<file path="config.mk">
export PLATFORM = sky130hd
export DESIGN_NAME = rwn_mul
export DESIGN_NICKNAME = d
export VERILOG_FILES = /design/src/rtl/rwn_pkg.sv /design/src/rtl/rwn_mul.sv
export SDC_FILE = /design/constraint.sdc
export NUM_CORES = 2
export LEC_CHECK = 0
export BUFFER_PORTS_ARGS = -buffer_cell sky130_fd_sc_hd__buf_2
export CORE_MARGIN = 2
export CORE_UTILIZATION = 45
export CTS_BUF_LIST = sky130_fd_sc_hd__clkbuf_8
export DETAILED_ROUTE_END_ITERATION = 6
export GPL_ROUTABILITY_DRIVEN = 0
export MAX_ROUTING_LAYER = met4
export SLEW_MARGIN = 0
export SYNTH_ARGS = -nofsm -noshare
export SYNTH_HDL_FRONTEND = slang
export SYNTH_SLANG_ARGS = --single-unit
</file>
<file path="constraint.sdc">
create_clock -name clock -period 9.82 [get_ports clock]
set_input_delay 1.964 -clock clock [delete_from_list [all_inputs] [get_ports clock]]
set_output_delay 1.964 -clock clock [all_outputs]
set_load 0.01 [all_outputs]
</file>
<file path="src/rtl/rwn_pkg.sv">
// ----------------------------------------------------------------------------
// rwn_pkg: random walk noise generator package
// Shared constants, payload types and the sequencer-to-divider request/status
// records used by the core and its iterative divider.
// ----------------------------------------------------------------------------
`default_nettype none

package rwn_pkg;

   // channel store and output format
   localparam int CHANNELS    = 64;
   localparam int CH_W        = $clog2(CHANNELS);
   localparam int CHAN_BITS   = 6;
   localparam int SAMPLE_BITS = 24;

   // configuration register indexes
   localparam int CSR_IDX_W = 3;
   localparam logic [CSR_IDX_W-1:0] CSR_METHOD = 3'd0;
   localparam logic [CSR_IDX_W-1:0] CSR_FREQ   = 3'd1;
   localparam logic [CSR_IDX_W-1:0] CSR_JITTER = 3'd2;
   localparam logic [CSR_IDX_W-1:0] CSR_LEVEL  = 3'd3;
   localparam logic [CSR_IDX_W-1:0] CSR_RATE   = 3'd4;
   localparam logic [CSR_IDX_W-1:0] CSR_SEED   = 3'd5;

   // noise methods
   localparam logic [1:0] METHOD_WHITE   = 2'd0;
   localparam logic [1:0] METHOD_LOWPASS = 2'd1;
   localparam logic [1:0] METHOD_WALK    = 2'd2;
   localparam logic [1:0] METHOD_SIGN    = 2'd3;

   // register reset values
   localparam logic [1:0]  RST_METHOD = 2'd3;
   localparam logic [25:0] RST_FREQ   = 26'd131072;
   localparam logic [16:0] RST_JITTER = 17'd16384;
   localparam logic [16:0] RST_LEVEL  = 17'd65536;
   localparam logic [17:0] RST_RATE   = 18'd48000;
   localparam logic [31:0] RST_SEED   = 32'd1;

   // generator constants
   localparam logic [31:0] LCG_MUL      = 32'd1664525;
   localparam logic [31:0] LCG_ADD      = 32'd1013904223;
   localparam logic [31:0] SEED_DEFAULT = 32'h1234_5678;
   localparam logic [30:0] ONE_Q30      = 31'h4000_0000;
   localparam logic [34:0] NINE_Q30     = 35'd9663676416;
   localparam logic [37:0] SEVENTEEN_Q30 = 38'd18253611008;
   localparam logic [34:0] TWO_PI_Q32   = 35'd26986075409;
   localparam logic [19:0] W_LIMIT_Q32  = 20'd611929;
   localparam logic [29:0] LN2_Q30      = 30'd744261118;
   localparam logic [32:0] A1_ONE       = 33'h1_0000_0000;

   // exp taylor coefficients, Q1.30
   localparam logic [30:0] EXP_COEF [8] = '{
      31'd1073741824, 31'd1073741824, 31'd536870912, 31'd178956971,
      31'd44739243,   31'd8947849,    31'd1491308,   31'd213044
   };

   // shared unit widths
   localparam int MUL_W     = 34;
   localparam int PROD_W    = 2 * MUL_W;
   localparam int DIV_NUM_W = 68;
   localparam int DIV_DEN_W = 38;
   localparam int DIV_CNT_W = $clog2(DIV_NUM_W + 1);

   typedef struct packed {
      logic [CHAN_BITS-1:0] channel;
      logic                 reseed;
   } rwn_req_type;

   typedef struct packed {
      logic signed [SAMPLE_BITS-1:0] sample;
      logic [CHAN_BITS-1:0]          channel_out;
   } rwn_rsp_type;

   typedef struct packed {
      logic [31:0]        lcg;
      logic signed [31:0] walk;
      logic signed [31:0] smooth;
   } rwn_entry_type;

   typedef struct packed {
      logic                 start;
      logic [DIV_NUM_W-1:0] num;
      logic [DIV_DEN_W-1:0] den;
   } rwn_div_req_type;

   typedef struct packed {
      logic                 done;
      logic [DIV_NUM_W-1:0] quot;
   } rwn_div_sts_type;

endpackage

`default_nettype wire

</file>
<file path="src/rtl/rwn_mul.sv">
// ----------------------------------------------------------------------------
// rwn_mul: shared signed multiplier
// Signed multiply with a registered product, one product per cycle.
// ----------------------------------------------------------------------------
`default_nettype none

module rwn_mul import rwn_pkg::*; (
   input  wire logic                     clock,
   input  wire logic signed [MUL_W-1:0]  op_a,
   input  wire logic signed [MUL_W-1:0]  op_b,
   output logic signed      [PROD_W-1:0] prod_ff
);

   logic signed [PROD_W-1:0] prod_in;

   // product registered for the next sequencer step
   assign prod_in = op_a * op_b;

   always_ff @(posedge clock) begin
      prod_ff <= prod_in;
   end

endmodule

`default_nettype wire

</file>
==> flow_summary_export.csv <==
group,metric,value,unit
status,status,"finished clean",
clock_tree,cts_setup_buffers,0,
grt,grt_max_degree,35,
final_layout,final_area,47000,sq um
critical_path,cp-start-kind,"input pin",
clock_tree,clock_path_buffers,2,
drt,wl_per_cell,19.3,microns
placement,io_buffer_count,136,
sta,fin_tns_setup,0,ns
clock_tree,cts_tree,"built",
synthesis,ys_seq_area_frac,0.0315,
sta,hold_viol,0,
final_layout,stdcell_count,6042,
final_layout,layout_common_cells,"1241 x fa_1, 1235 x inv_1, 625 x and2_1",
drt,drt.antenna.violating_nets,0,
critical_path,cp.arrival,9.94,ns
sta,setup_viol_count_final,0,
floorplanning,die_w,314,microns
synthesis,yosys.area.top_type_share,0.576,
grt,grt_pass1_wl,190000,microns
final_layout,mostFrequentLayoutCell,"fa_1",
final_layout,regMostFlops,"prod_ff",
final_layout,multi_input_area,36300,sq um
sta,drv_slew,0,
grt,grt_pass1_vias,33900,
synthesis,synth_edf_count,0,
sta,max_slew_margin,0.472,
critical_path,critPathMaxStageDelay,0.69,ns
floorplanning,coreArea,95000,sq um
synthesis,ys_warn_count,0,
sta,fmax,0.105,GHz
floorplanning,start_util,0.454,
synthesis,syn_inst,4578,
drt,wl,116000,microns
synthesis,synth_top_area_cell,"fa_1",
critical_path,worstPathMaxFanout,12,
clock_tree,cts_buffers,9,
synthesis,synth-seq-cells,68,
placement,dp.cells,6013,
grt,grt_usage,0.261,
drt,vias,30100,
drt,drc_errors,0,
sta,fin_crit_sh,0.974,
placement,placed_area,46800,sq um
floorplanning,die_y,314,microns
floorplanning,dieArea,98400,sq um
synthesis,synth_area,43200,sq um
final_layout,num-fill-cells,9093,
critical_path,path_common_cell,"fa_1",
worst_hold_path,hold_path.class,"in -> reg",
grt,antenna_found_initial,11,
critical_path,slowest_stage,"fa_1",
critical_path,cp-end-kind,"register",
clock_tree,root_buffer,"clkbuf_8",
floorplanning,io_pins,137,
critical_path,crit_type,"in -> reg",
synthesis,syn_nets,6092,
floorplanning,fp-row-count,113,
critical_path,cp.required,10.19,ns
final_layout,syn2layout_area_growth,8.91,%
final_layout,register_area,1360,sq um
sta,post-route-min-period,9.57,ns
clock_tree,cts.htree.levels,3,
synthesis,synth_area_leaders,"fa_1 58%, inv_1 11%, and2_1 9.1%, ha_1 5.9%, nand2_1 4.8%",
final_layout,largest_reg_flops,68,
clock_tree,path_clk_slew,0.09,ns
sta,tightestPinTransition,0.792,ns
synthesis,avgSynthCellArea,9.43,sq um
clock_tree,post_cts_resized,0,
final_layout,drive_gt1_frac,0.0936,
synthesis,yosys_most_used_dff,"dfxtp_1",
placement,place_worst_setup_slack,-0.268,ns
synthesis,yosys.cell_types.count,73,
sta,layout_setup_ws,0.252,ns
clock_tree,ctsHoldBuffers,0,
final_layout,final_nets,6273,
synthesis,async_reset_ff_frac,0,
final_layout,reg_top3,"prod_ff (68)",
drt,via_per_inst,4.99,
clock_tree,cts_sinks,68,
placement,dp_hpwl,102000,microns
drt,drt-pass1-iter-count,5,
grt,grt_overflow_total,0,
drt,first_iter_violations,1665,
job,maxCapViolCount,0,
cells in the mapped netlist, drive strengths merged, types with 4 or more instances:
library cell	instances
nor3	10
buf	14
and2	625
nand4	14
a221oi	4
o21a	6
o211ai	8
fa	1241
a211oi	8
inv	1235
a2111oi	4
dfxtp	68
a21o	37
nand3	8
o21bai	13
nand2b	14
a31oi	7
xnor2	57
o21ai	38
xor2	20
clkbuf	217
nor2	55
and3	10
nand2	550
nor2b	8
a21oi	59
nor4	4
ha	204
area by class of cell:
| cell class | instances | share of cell area |
|---|---|---|
| multi-input cells | 3043 | 0.771 |
| inverters | 1236 | 0.0987 |
| repair buffers | 401 | 0.0627 |
| well taps | 1265 | 0.0337 |
| flip-flops and latches | 68 | 0.0290 |
| clock buffers | 11 | 0.00322 |
| clock inverters | 5 | 0.000772 |
| diodes | 13 | 0.000692 |
critical path, delay by kind of cell:
family | cells | cell delay, ns
xor gates and xnor gates | 1 | 0.14
and+or+nand+nor | 6 | 1.25
adders and majority gates | 9 | 4.56
AOI/OAI and AO/OA | 3 | 0.57
buffers and inverters | 12 | 1.40
layer usage:
| layer | up-vias | track usage | share of wire |
|---|---|---|---|
| met2 | 715 | 0.442 | 0.51 |
| met5 | - | - | 0 |
| met3 | 179 | 0.0296 | 0.043 |
| li1 | 13300 | - | - |
| met1 | 16000 | 0.321 | 0.40 |
| met4 | 0 | 0.103 | 0.045 |
per-stage QoR:
| step | util | hold slack [ns] |
|---|---|---|
| after floorplan | - | 2.09 |
| after global placement | 0.492 | 2.36 |
| after detailed placement | 0.492 | 2.36 |
| after CTS | 0.494 | 2.03 |
| after global routing | 0.495 | 2.06 |
| final | 0.495 | 2.07 |
cells by family (layout without fill, tap and decap cells):
family	Yosys count	count (layout)	share of synthesized area
other cells	0	13	0
simple gates	1310	1310	0.155
compound gates	211	211	0.0341
xor+xnor	77	77	0.0156
flops	68	68	0.0315
fa+ha+maj	1445	1445	0.635
buf+inv	1467	1653	0.129
final timing paths:
path      from             endpoint  cells after the start
min    op_a[0]   prod_ff[0]$_DFF_P_                      3
max   op_a[33]  prod_ff[65]$_DFF_P_                     31
Power is left out: the tool's default activity adds up to more than one toggle a clock period on the data nets, which glitch-free logic cannot reach.
