$ cat src/rtl/rwn_pkg.sv
// ----------------------------------------------------------------------------
// rwn_pkg: random walk noise generator package
// Shared constants, payload types and the sequencer-to-divider request/status
// records used by the core and its iterative divider.
// ----------------------------------------------------------------------------
`default_nettype none

package rwn_pkg;

   // channel store and output format
   localparam int CHANNELS    = 64;
   localparam int CH_W        = $clog2(CHANNELS);
   localparam int CHAN_BITS   = 6;
   localparam int SAMPLE_BITS = 24;

   // configuration register indexes
   localparam int CSR_IDX_W = 3;
   localparam logic [CSR_IDX_W-1:0] CSR_METHOD = 3'd0;
   localparam logic [CSR_IDX_W-1:0] CSR_FREQ   = 3'd1;
   localparam logic [CSR_IDX_W-1:0] CSR_JITTER = 3'd2;
   localparam logic [CSR_IDX_W-1:0] CSR_LEVEL  = 3'd3;
   localparam logic [CSR_IDX_W-1:0] CSR_RATE   = 3'd4;
   localparam logic [CSR_IDX_W-1:0] CSR_SEED   = 3'd5;

   // noise methods
   localparam logic [1:0] METHOD_WHITE   = 2'd0;
   localparam logic [1:0] METHOD_LOWPASS = 2'd1;
   localparam logic [1:0] METHOD_WALK    = 2'd2;
   localparam logic [1:0] METHOD_SIGN    = 2'd3;

   // register reset values
   localparam logic [1:0]  RST_METHOD = 2'd3;
   localparam logic [25:0] RST_FREQ   = 26'd131072;
   localparam logic [16:0] RST_JITTER = 17'd16384;
   localparam logic [16:0] RST_LEVEL  = 17'd65536;
   localparam logic [17:0] RST_RATE   = 18'd48000;
   localparam logic [31:0] RST_SEED   = 32'd1;

   // generator constants
   localparam logic [31:0] LCG_MUL      = 32'd1664525;
   localparam logic [31:0] LCG_ADD      = 32'd1013904223;
   localparam logic [31:0] SEED_DEFAULT = 32'h1234_5678;
   localparam logic [30:0] ONE_Q30      = 31'h4000_0000;
   localparam logic [34:0] NINE_Q30     = 35'd9663676416;
   localparam logic [37:0] SEVENTEEN_Q30 = 38'd18253611008;
   localparam logic [34:0] TWO_PI_Q32   = 35'd26986075409;
   localparam logic [19:0] W_LIMIT_Q32  = 20'd611929;
   localparam logic [29:0] LN2_Q30      = 30'd744261118;
   localparam logic [32:0] A1_ONE       = 33'h1_0000_0000;

   // exp taylor coefficients, Q1.30
   localparam logic [30:0] EXP_COEF [8] = '{
      31'd1073741824, 31'd1073741824, 31'd536870912, 31'd178956971,
      31'd44739243,   31'd8947849,    31'd1491308,   31'd213044
   };

   // shared unit widths
   localparam int MUL_W     = 34;
   localparam int PROD_W    = 2 * MUL_W;
   localparam int DIV_NUM_W = 68;
   localparam int DIV_DEN_W = 38;
   localparam int DIV_CNT_W = $clog2(DIV_NUM_W + 1);

   typedef struct packed {
      logic [CHAN_BITS-1:0] channel;
      logic                 reseed;
   } rwn_req_type;

   typedef struct packed {
      logic signed [SAMPLE_BITS-1:0] sample;
      logic [CHAN_BITS-1:0]          channel_out;
   } rwn_rsp_type;

   typedef struct packed {
      logic [31:0]        lcg;
      logic signed [31:0] walk;
      logic signed [31:0] smooth;
   } rwn_entry_type;

   typedef struct packed {
      logic                 start;
      logic [DIV_NUM_W-1:0] num;
      logic [DIV_DEN_W-1:0] den;
   } rwn_div_req_type;

   typedef struct packed {
      logic                 done;
      logic [DIV_NUM_W-1:0] quot;
   } rwn_div_sts_type;

endpackage

`default_nettype wire

$ cat src/rtl/rwn_div.sv
// ----------------------------------------------------------------------------
// rwn_div: iterative restoring divider
// Unsigned divide, one quotient bit per cycle, done pulses when finished.
// ----------------------------------------------------------------------------
`default_nettype none

module rwn_div import rwn_pkg::*; (
   input  wire logic            clock,
   input  wire logic            reset,
   input  wire rwn_div_req_type div_req,
   output rwn_div_sts_type      div_sts
);

   logic                 busy_ff, busy_in;
   logic                 done_ff, done_in;
   logic [DIV_CNT_W-1:0] cnt_ff, cnt_in;
   logic [DIV_DEN_W:0]   rem_ff, rem_in;
   logic [DIV_NUM_W-1:0] nq_ff, nq_in;
   logic [DIV_DEN_W-1:0] den_ff, den_in;
   logic [DIV_DEN_W:0]   rem_sh;
   logic                 fits;

   // one restoring step
   assign rem_sh = {rem_ff[DIV_DEN_W-1:0], nq_ff[DIV_NUM_W-1]};
   assign fits   = rem_sh >= {1'b0, den_ff};

   always_comb begin
      busy_in = busy_ff;
      done_in = 1'b0;
      cnt_in  = cnt_ff;
      rem_in  = rem_ff;
      nq_in   = nq_ff;
      den_in  = den_ff;
      if (div_req.start) begin
         busy_in = 1'b1;
         cnt_in  = DIV_CNT_W'(DIV_NUM_W);
         rem_in  = '0;
         nq_in   = div_req.num;
         den_in  = div_req.den;
      end else if (busy_ff) begin
         rem_in = fits ? (rem_sh - {1'b0, den_ff}) : rem_sh;
         nq_in  = {nq_ff[DIV_NUM_W-2:0], fits};
         cnt_in = cnt_ff - 1'b1;
         if (cnt_ff == DIV_CNT_W'(1)) begin
            busy_in = 1'b0;
            done_in = 1'b1;
         end
      end
   end

   // control
   always_ff @(posedge clock) begin
      if (reset) begin
         busy_ff <= 1'b0;
         done_ff <= 1'b0;
         cnt_ff  <= '0;
      end else begin
         busy_ff <= busy_in;
         done_ff <= done_in;
         cnt_ff  <= cnt_in;
      end
   end

   // datapath
   always_ff @(posedge clock) begin
      rem_ff <= rem_in;
      nq_ff  <= nq_in;
      den_ff <= den_in;
   end

   assign div_sts.done = done_ff;
   assign div_sts.quot = nq_ff;

   a_no_start_busy: assert property (@(posedge clock) disable iff (reset)
      div_req.start |-> !busy_ff)
      else $error("divider started while busy");

   a_done_idle: assert property (@(posedge clock) disable iff (reset)
      done_ff |-> !busy_ff)
      else $error("divider done while still busy");

   a_done_after_last: assert property (@(posedge clock) disable iff (reset)
      (busy_ff && !div_req.start && cnt_ff == DIV_CNT_W'(1)) |=> done_ff)
      else $error("divider missed done");

endmodule

`default_nettype wire

$ cat config.mk
export PLATFORM = sky130hd
export DESIGN_NAME = rwn_div
export DESIGN_NICKNAME = d
export VERILOG_FILES = /design/src/rtl/rwn_pkg.sv /design/src/rtl/rwn_div.sv
export SDC_FILE = /design/constraint.sdc
export NUM_CORES = 1
export LEC_CHECK = 0
export BUFFER_PORTS_ARGS = -buffer_cell sky130_fd_sc_hd__buf_2
export CAP_MARGIN = 20
export CORE_ASPECT_RATIO = 1.75
export CORE_MARGIN = 5
export CORE_UTILIZATION = 60
export CTS_CLUSTER_DIAMETER = 120
export DETAILED_ROUTE_END_ITERATION = 8
export GPL_TIMING_DRIVEN = 1
export PLACE_DENSITY = 0.86
export SLEW_MARGIN = 20
export SYNTH_ARGS = -nofsm -noshare
export SYNTH_HDL_FRONTEND = slang
export SYNTH_SLANG_ARGS = --single-unit
$ cat constraint.sdc
create_clock -name clock -period 6.4 [get_ports clock]
set_input_delay 0.32 -clock clock [delete_from_list [all_inputs] [get_ports clock]]
set_output_delay 0.32 -clock clock [all_outputs]
set_load 0.02 [all_outputs]
==> impl_metrics.tcl <==
set metrics [dict create \
    cts_root_buf "clkbuf_16" \
    n_diodes 0 \
    relative_slew_margins 0.348 \
    timing.critical_path.from_type "flop" \
    tns_setup_ns 0 \
    cts_max_path_buffers 2 \
    yosys.cell_count.top_type "edfxtp_1" \
    postPlaceCellArea_um2 9440 \
    timing.final.crit_period_ns 3.42 \
    status "complete, no violations" \
    clock_sinks 153 \
    synth.top_cells.by_count "edfxtp_1 (106), nor2_1 (93), mux2_2 (67), a21oi_1 (53)" \
    floorplan.die_area_um2 16800 \
    p_leak_nw 4.23 \
    floorplan.rows 57 \
    critPathRequiredTime_ns 6.71 \
    pin_count_of_the_biggest_net_entering_global_routing 82 \
    first_pass_iters 5 \
    drt-total-wl_um 21800 \
    count_of_flip_flops_with_a_built_in_enable_after_synthesis 106 \
    critPathCaptureType "flop" \
    gp_congestion 0.936 \
    initialDrtViolationCount 322 \
    nNetsFinal 1105 \
    first_global_vias 7184 \
    syn-mean-instance-area_um2 10.7 \
    rsz0062_at_grt "false" \
    synth_area_um2 8550 \
    clk_transition_reported_paths_ns 0.07 \
    worst_case_setup_slack_after_placement_ns 3.04 \
    port_buffers 177 \
    overflow 0 \
    cts-hold-fix-buffers 0 \
    seq_area_frac_synth 0.482 \
    htree_num_levels 4 \
    final_design_area_no_fill_um2 10100 \
    postLayoutSetupSlackWorst_ns 2.98 \
    tritoncts "yes" \
    rrSetupSlack_ns 2.98 \
    min_path_type "in -> reg" \
    syn-instance-count 798 \
    finalHoldViolCount 0 \
    setup_violations 0 \
    vias_post_dr 6696 \
    critPathKind "reg -> reg" \
    antenna_left 0 \
    drv_slew 0 \
    cts_buffers 17 \
    distinct_cells_synth 65 \
    actual_transition_at_the_worst_max_transition_pin_ns 0.979 \
    layout-drive-gt1-share 0.317 \
    synth_top_flop_cell "edfxtp_1" \
    io_pins 178 \
    synthArstFlopShare 0 \
    layout_area_growth_over_synthesis_pct 17.8 \
    synth_top_cell_by_area "edfxtp_1" \
    min_period_over_period 0.534 \
    max_freq_ghz 0.292 \
    wl_per_cell_um 19.1 \
    clock_skew_ns 0.0118 \
    grt_first_pass_wirelength_um 34800 \
    report.power.total_w 0.00289 \
    clk_latency_ns 0.42 \
    max_cap_violations 0 \
    number_of_remaining_drc_errors 0 \
    synth_fp_nets 948 \
    yosys_warnings 0 \
    arrival_ns 3.73 \
    cts.repair.resized 0 \
    core_region_area_um2 14000 \
    grtUsageTotal 0.261 \
    die_width_um 100 \
    starting_utilization_of_the_core_area 0.612 \
    die_h_um 168 \
    max-vdd-ir-drop_v 0.000227 \
    drt-vias-per-instance 5.85 \
    powerDensity_nw_per_um2 286 \
    ys_ff_latch 153 \
    synthDominantCellAreaShare 0.372 \
    cts.repair_timing.setup_buffer_count 0 \
    dp_hpwl_um 16300 \
    yosys-top-cells-area "edfxtp_1 (37%), dfxtp_1 (11%), mux2_2 (8.8%)" \
    worstPathMaxFanout 36 \
    grt_antenna_before_repair 0 \
    fillerInstances 1027 \
]
## state kept, by name, summed over array words and instances, names as in the netlist
| name | flops |
|---|---|
| nq_ff | 68 |
| busy_ff | 1 |
| done_ff | 1 |
| cnt_ff | 7 |
| den_ff | 38 |
| rem_ff | 38 |
## path summary, 6_finish.rpt
kind,startpoint,to,depth (start not counted)
worst max register to register,den_ff[5]$_DFFE_PP_,rem_ff[1]$_SDFFE_PP0P_,11
worst min-delay path,div_req[3],den_ff[3]$_DFFE_PP_,1
worst min register to register,rem_ff[34]$_SDFFE_PP0P_,rem_ff[34]$_SDFFE_PP0P_,2
worst max-delay path,den_ff[5]$_DFFE_PP_,rem_ff[1]$_SDFFE_PP0P_,11
## cell families (layout without fill, tap and decap cells)
logic type,count (synthesis),after routing,share of synthesized area
buffers and inverters,91,261,0.0509
muxes,75,75,0.0976
adders and majority gates,41,41,0.0609
DFF,153,153,0.482
xor gates and xnor gates,40,40,0.0410
AOI/OAI and AO/OA,195,195,0.158
and+or+nand+nor,203,203,0.109
## through the flow
step                instances  utilization  hold slack, ns
floorplan                 798            -           0.392
global placement         1113        0.675           0.467
detailed placement       1113        0.675           0.486
CTS                      1145        0.721          0.0563
global route             1145        0.721          0.0585
finish                   1145        0.721          0.0695
## metal layers
metal	up-vias	wire (um)	GRT usage	share of wire
met3	60	1520	0.0712	0.070
met5	-	0	0	0
met2	246	11900	0.489	0.54
met4	0	962	0.135	0.044
li1	3246	-	-	-
met1	3144	7480	0.254	0.34
## cell usage in the layout, fill, tap and decap left out, types with 6 or more instances in the layout
cell / count
o21ai_0: 33
xor2_1: 18
dfxtp_1: 46
o21a_1: 9
a211oi_1: 32
buf_2: 176
nand4_1: 13
nor3_1: 14
nand2_1: 44
mux2i_1: 8
nand3_1: 8
a21oi_1: 53
a32oi_1: 6
xnor2_1: 22
edfxtp_1: 106
clkbuf_16: 18
nor2_1: 93
mux2_2: 67
ha_1: 40
buf_4: 6
a21o_1: 6
inv_1: 46
o211ai_1: 6
## worst max-delay path, stage by stage (launching register included)
cell	delay, ns
edfxtp_1	0.32
inv_1	0.04
ha_1	0.39
a21oi_4	0.25
a211oi_2	0.09
a211oi_1	0.44
o21ai_1	0.17
o21ai_1	0.17
or2_2	0.50
buf_4	0.47
mux2i_1	0.15
a211oi_1	0.31
## cell type report
cell class,instances,area (um^2),area share
clock buffer,19,464,0.0461
clock inverter,13,171,0.0170
tap,177,221,0.0220
timing repair buffer,182,926,0.0919
sequential,153,4130,0.409
multi-input combinational,554,3990,0.396
inverter,47,176,0.0175
## power by group
group	internal [W]	switching, W
Combinational	0.000235	0.000359
Sequential	0.00116	0.0000500
Clock	0.000628	0.000453
Total	0.00202	0.000862
(Power assumes the default switching activity.)
